### src/sv/pgalloc_pkg.sv
// ----------------------------------------------------------------------------
// pgalloc_pkg
// Shared types and constants of the page allocator: field widths, request
// and status codes, and the controller command bundle.
// ----------------------------------------------------------------------------
`default_nettype none

package pgalloc_pkg;

	// default pool geometry
	localparam int DEF_NUM_PAGES  = 1024;
	localparam int DEF_PAGE_BYTES = 4096;

	// field widths
	localparam int ADDR_W  = 40;
	localparam int MODE_W  = 3;
	localparam int DELTA_W = 9;
	localparam int REF_W   = 8;
	localparam int FREE_W  = 11;
	localparam int STAT_W  = 3;

	localparam logic [REF_W-1:0]  REF_MAX    = 8'd255;
	localparam logic [ADDR_W-1:0] BASE_RESET = 40'h00_8000_0000;

	// request codes
	typedef enum logic [MODE_W-1:0] {
		MODE_ALLOC = 3'd0,
		MODE_FREE  = 3'd1,
		MODE_ADD   = 3'd2,
		MODE_SET   = 3'd3,
		MODE_READ  = 3'd4
	} mode_t;

	// result status codes
	typedef enum logic [STAT_W-1:0] {
		ST_OK         = 3'd0,
		ST_NO_MEM     = 3'd1,
		ST_BAD_ADDR   = 3'd2,
		ST_HEAD_FREE  = 3'd3,
		ST_ZERO_FREE  = 3'd4,
		ST_OVERFLOW   = 3'd5,
		ST_UNDERFLOW  = 3'd6,
		ST_IGNORED    = 3'd7
	} status_t;

	// commands from the controller to the datapath
	typedef struct packed {
		logic accept;   // capture request, launch memory read
		logic commit;   // write back state and load result
		logic clear;    // initialization sweep write
	} pga_cmd_t;

endpackage

`default_nettype wire

### src/sv/pgalloc_ctrl.sv
// ----------------------------------------------------------------------------
// pgalloc_ctrl
// Controller: runs the memory initialization sweep after reset, then steps
// each request through read and execute cycles and owns the output valid.
// ----------------------------------------------------------------------------
`default_nettype none

module pgalloc_ctrl #(
	parameter int NUM_PAGES = pgalloc_pkg::DEF_NUM_PAGES,
	localparam int IDX_W = $clog2(NUM_PAGES)
) (
	input  wire logic                 clk,
	input  wire logic                 arst_n,
	input  wire logic                 in_valid,
	output logic                      in_ready,
	output logic                      out_valid,
	input  wire logic                 out_ready,
	output pgalloc_pkg::pga_cmd_t     cmd,
	output logic [IDX_W-1:0]          clear_idx
);
	import pgalloc_pkg::*;

	typedef enum logic [1:0] {
		S_CLEAR,
		S_IDLE,
		S_EXEC
	} state_t;

	localparam logic [IDX_W-1:0] LAST_IDX = IDX_W'(NUM_PAGES - 1);

	state_t           state_q;
	logic             in_ready_q;
	logic             out_valid_q;
	logic [IDX_W-1:0] clr_cnt_q;
	logic             accept;
	logic             commit;

	// handshake decode
	assign accept = in_valid && in_ready_q;
	assign commit = (state_q == S_EXEC) && (!out_valid_q || out_ready);

	// state, sweep counter and handshake flags
	always_ff @(posedge clk or negedge arst_n) begin
		if (!arst_n) begin
			state_q     <= S_CLEAR;
			in_ready_q  <= 1'b0;
			out_valid_q <= 1'b0;
			clr_cnt_q   <= '0;
		end else begin
			if (commit)
				out_valid_q <= 1'b1;
			else if (out_ready)
				out_valid_q <= 1'b0;
			unique case (state_q)
				S_CLEAR: begin
					clr_cnt_q <= clr_cnt_q + 1'b1;
					if (clr_cnt_q == LAST_IDX) begin
						state_q    <= S_IDLE;
						in_ready_q <= 1'b1;
					end
				end
				S_IDLE: begin
					if (accept) begin
						state_q    <= S_EXEC;
						in_ready_q <= 1'b0;
					end
				end
				S_EXEC: begin
					if (commit) begin
						state_q    <= S_IDLE;
						in_ready_q <= 1'b1;
					end
				end
				default: begin
					state_q    <= S_IDLE;
					in_ready_q <= 1'b1;
				end
			endcase
		end
	end

	assign in_ready     = in_ready_q;
	assign out_valid    = out_valid_q;
	assign cmd.accept   = accept;
	assign cmd.commit   = commit;
	assign cmd.clear    = (state_q == S_CLEAR);
	assign clear_idx    = clr_cnt_q;

endmodule

`default_nettype wire

### config.mk
export PLATFORM = sky130hd
export DESIGN_NAME = pgalloc_ctrl
export DESIGN_NICKNAME = d
export VERILOG_FILES = /design/src/sv/pgalloc_pkg.sv /design/src/sv/pgalloc_ctrl.sv
export SDC_FILE = /design/constraint.sdc
export NUM_CORES = 1
export LEC_CHECK = 0
export ABC_CLOCK_PERIOD_IN_PS = 1900
export BUFFER_PORTS_ARGS = -buffer_cell sky130_fd_sc_hd__clkbuf_2
export CAP_MARGIN = 5
export CORE_UTILIZATION = 35
export CTS_BUF_LIST = sky130_fd_sc_hd__clkbuf_2 sky130_fd_sc_hd__clkbuf_4 sky130_fd_sc_hd__clkbuf_8
export DETAILED_ROUTE_END_ITERATION = 12
export PLACE_DENSITY = 0.58
export REMOVE_ABC_BUFFERS = 1
export SYNTH_ARGS = -nofsm -noshare
export SYNTH_HDL_FRONTEND = slang
export SYNTH_SLANG_ARGS = --single-unit
### constraint.sdc
create_clock -name clk -period 1.9 [get_ports clk]
set_input_delay 0.095 -clock clk [delete_from_list [all_inputs] [get_ports clk]]
set_output_delay 0.095 -clock clk [all_outputs]
set_load 0.1 [all_outputs]
======== Yosys cells after proc, flatten, opt, wreduce, memory -nomap -nowiden ========
Cells that the tools add are included.
operators by class
  $add $sub $neg .......................... 1
  equality and inequality tests ........... 6
  mux-type cells .......................... 10
  reductions and logical operators ........ 7
operators with widths
  operator                 count
  $add A10 B1 Y10 const B  1
  $eq A10 B10 Y1 const B   1
  $mux W2                  3
  $pmux W2 S3              1
  $mux W1                  5
  $ne A2 B2 Y1 const B     2
  $pmux W1 S3              1
  $reduce_and A3 Y1        1
  $eq A2 B1 Y1 const B     1
  $eq A2 B2 Y1 const B     1
  $logic_and A1 B1 Y1      2
  $logic_not A2 Y1         1
  $ne A2 B1 Y1 const B     1
  $reduce_bool A2 Y1       1
  $logic_not A1 Y1         1
  $logic_or A1 B1 Y1       1
word-level totals
  register bits after elaboration ......... 14
  input bits .............................. 4
  output and inout bits ................... 15
  word-level logic and storage cells ...... 28

======== Depth between registers and ports, before layout ========
  word-level depth ........................ 5
  gate-level depth with buffers ........... 4
  mapped depth without buffers ............ 4

======== Worst setup path after synthesis ========
Ideal clock, no wire load.
  path kind ............................... register -> register
  from .................................... register state_q[0]
  to ...................................... register clr_cnt_q[3] (netlist: clear_idx[3])
  library setup time ...................... 0.160 ns
  data arrival time ....................... 2.260 ns
  data required time ...................... 1.740 ns
  path slack .............................. -0.520 ns
  cell stages (with the launch flop) ...... 4
  buffers on the path ..................... 0
  cells stage by stage .................... dfrtp_1 -> nor2_2 -> nand4_1 -> xnor2_1
RTL lines
  what                    RTL line            RTL
  start, declared         pgalloc_ctrl.sv:31  state_t state_q;
  start signal, assigned  pgalloc_ctrl.sv:45  state_q <= S_CLEAR;
  start signal, assigned  pgalloc_ctrl.sv:58  state_q <= S_IDLE;
  start signal, assigned  pgalloc_ctrl.sv:64  state_q <= S_EXEC;
  end signal, assigned    pgalloc_ctrl.sv:56  clr_cnt_q <= clr_cnt_q + 1'b1;
  end, declared           pgalloc_ctrl.sv:34  logic [IDX_W-1:0] clr_cnt_q;

==> impl_metrics.csv <==
group,metric,value,unit
worst_setup_path,r2r_cells,4,
route,vias,423,
yosys,yosysTopAreaCell,"dfrtp_1",
clocking,post_cts_buffers,0,
hold_path,worstHoldEndpoint,"state_q[1]",
cells_and_area,instances_no_fill,89,
worst_setup_path,r2r-end,"clear_idx[8]",
route,wl_per_cell,11.45,µm
route,ant_nets,0,
floorplan,die_height,43.12,µm
yosys,ys_warn_count,0,
cells_and_area,final_nets,79,
sta,max_freq,0.6003,GHz
placement,port_buffers,18,
sta,max_slew_margin,0.6397,
sta,finalCritPeriodShare,0.8768,
worst_setup_path,worstSetupEndpointType,"output pin",
yosys,synth_cells,52,
cells_and_area,drive_above_1_share,0.3425,
global_routing,grtUsageTotal,0.1299,
sta,final_max_slew_viol_count,0,
yosys,netlist.area_leader.share,0.5497,
sta,min_period,1.666,ns
route,route.final.wire_length,1019,µm
yosys,synth_area,591.8,µm²
sta,rsz0062_at_grt,"false",
worst_setup_path,cp.required,1.80,ns
worst_setup_path,worst_ep_arrival_time,1.57,ns
placement,post-dp-hpwl,769.7,µm
hold_path,hold_path_startpoint,"in_valid",
job,maxCapViolCount,0,
clocking,clk_latency,0.27,ns
floorplan,coreArea,1541,µm²
clocking,clkSinkCount,13,
route,firstDrtPassIters,2,
sta,setup_viol,0,
worst_setup_path,criticalPathCategory,"reg2out",
route,drc,0,
global_routing,grt_max_degree,14,
yosys,ys_seq_area_frac,0.5497,
status,status,"completed",
global_routing,grt_pass1_vias,375,
floorplan,die_x,43.12,µm
cells_and_area,diodes,0,
worst_setup_path,r2r_slack,0.61,ns
placement,dp_cells,84,
yosys,ys_ff_latch,13,
yosys,synthTopCellsByArea,"dfrtp_1 55%, xnor2_1 7.4%, xor2_1 5.9%",
worst_setup_path,cp_max_fo,8,
route,vias_per_cell,4.753,
placement,placed_area,686.9,µm²
cells_and_area,area_growth,22.83,%
worst_setup_path,r2r_start,"clear_idx[0]",
placement,place_ws,0.5393,ns
floorplan,dieArea,1859,µm²
hold_path,min_path_type,"in2reg",
sta,tightest_slew,0.5428,ns
worst_setup_path,critPathLaunchType,"flip-flop",
sta,setup_ws,0.2341,ns
clocking,clk_pin_slew,0.08,ns
clocking,htreeDepth,1,
hold_path,hold_depth,3,
floorplan,ios,19,
yosys,synth.distinct_cells,20,
route,drt_first_iter_violations,1,
clocking,numCtsBuffers,3,
yosys,syn_area_per_cell,11.38,µm²
floorplan,initial_core_util,0.3839,
placement,gp_congestion,0.7063,
cells_and_area,fin_area,726.9,µm²
global_routing,overflow,0,
sta,finalClockSkew,0.002366,ns
clocking,clockRootBuffer,"clkbuf_4",
global_routing,grt_pass1_wl,1766,µm
sta,finalHoldViolations,0,
clocking,cts_tree,"done",
global_routing,antenna_found_initial,0,
clocking,cts_max_path_buffers,2,
floorplan,row_count,14,
-- placed cells by master (no fill, tap or decap) --
cell           Yosys  routed
nor4_2             1       1
nor3_1             2       2
nand3_1            2       2
xnor2_1            5       5
clkbuf_4           0       4
mux2_2             1       1
o22ai_1            1       1
and3_1             1       1
inv_1              2       2
clkbuf_2           0      18
o31a_1             1       1
nor2_1             2       2
nand4_1            4       4
xor2_1             4       4
dlygate4sd3_1      0       1
dfrtp_1           13      13
nand2_1            5       5
nor2b_1            1       1
nor2_2             1       1
nand4bb_1          1       1
ha_1               1       1
nand2b_1           2       2
-- kinds of logic after synthesis --
group                    after synthesis  synth area share
buffers and inverters                  4           0.03805
AND/OR/NAND/NOR                       22            0.2135
flip-flops                            13            0.5497
adder cells (fa/ha/maj)                1           0.02114
AO/OA/AOI/OAI                          2           0.02538
multiplexers                           1           0.01903
XOR/XNOR                               9            0.1332
-- sequential cells by signal, summed over array words and instances (netlist names) --
name / count
clear_idx: 10
out_valid: 1
state_q: 2
-- worst max-delay path by stage --
stage	startpoint	to
floorplan	state_q[0]	cmd[1]
global placement	state_q[1]	cmd[0]
detailed placement	state_q[1]	cmd[0]
CTS	state_q[1]	cmd[0]
global route	state_q[1]	cmd[0]
finish	state_q[1]	cmd[0]
-- per-stage QoR --
step             util  TNS (ns)  hold WS (ns)
2_1_floorplan       -    -3.872       -0.2006
3_3_place_gp   0.4456         0      0.002859
3_5_place_dp   0.4456         0       0.01050
4_1_cts        0.4716         0       0.09943
5_1_grt        0.4716         0        0.1087
6_report       0.4716         0        0.1076
-- routing by layer --
layer,global-route usage,up-vias,share of wire
li1,-,220,-
met1,0.1898,194,0.53
met2,0.1761,9,0.43
met3,0.05106,0,0.039
met4,0.03636,0,0
met5,0,-,0
-- cell usage after synthesis --
master	count
and3_1	1
nand2_1	5
buf_4	2
nand3_1	2
nor4_2	1
xor2_1	4
ha_1	1
xnor2_1	5
nor2b_1	1
nor2_1	2
nor2_2	1
mux2_2	1
nand4bb_1	1
dfrtp_1	13
nand2b_1	2
o22ai_1	1
o31a_1	1
nor3_1	2
nand4_1	4
inv_1	2
-- area by class of cell --
cell class,count,area (µm²)
clock buffer,4,30.03
fill,155,814.5
inverter,2,7.507
multi-input combinational,35,244.0
sequential,13,325.3
tap,16,20.02
timing repair buffer,19,100.1
-- worst max-delay path, cell delays in order, from the launching register on --
cell and delay (ns):
dfrtp_1 0.44, nor2_2 0.33, clkbuf_2 0.53
-- timing repair --
item | 4_1_cts | 5_1_grt
hold buffers | 1 | 0
resized for setup | 0 | 0
endpoints found under the hold margin | 13 | 0
Power is not shown: default switching activity piles up to over one toggle a cycle in this logic, so the estimate is an artifact.
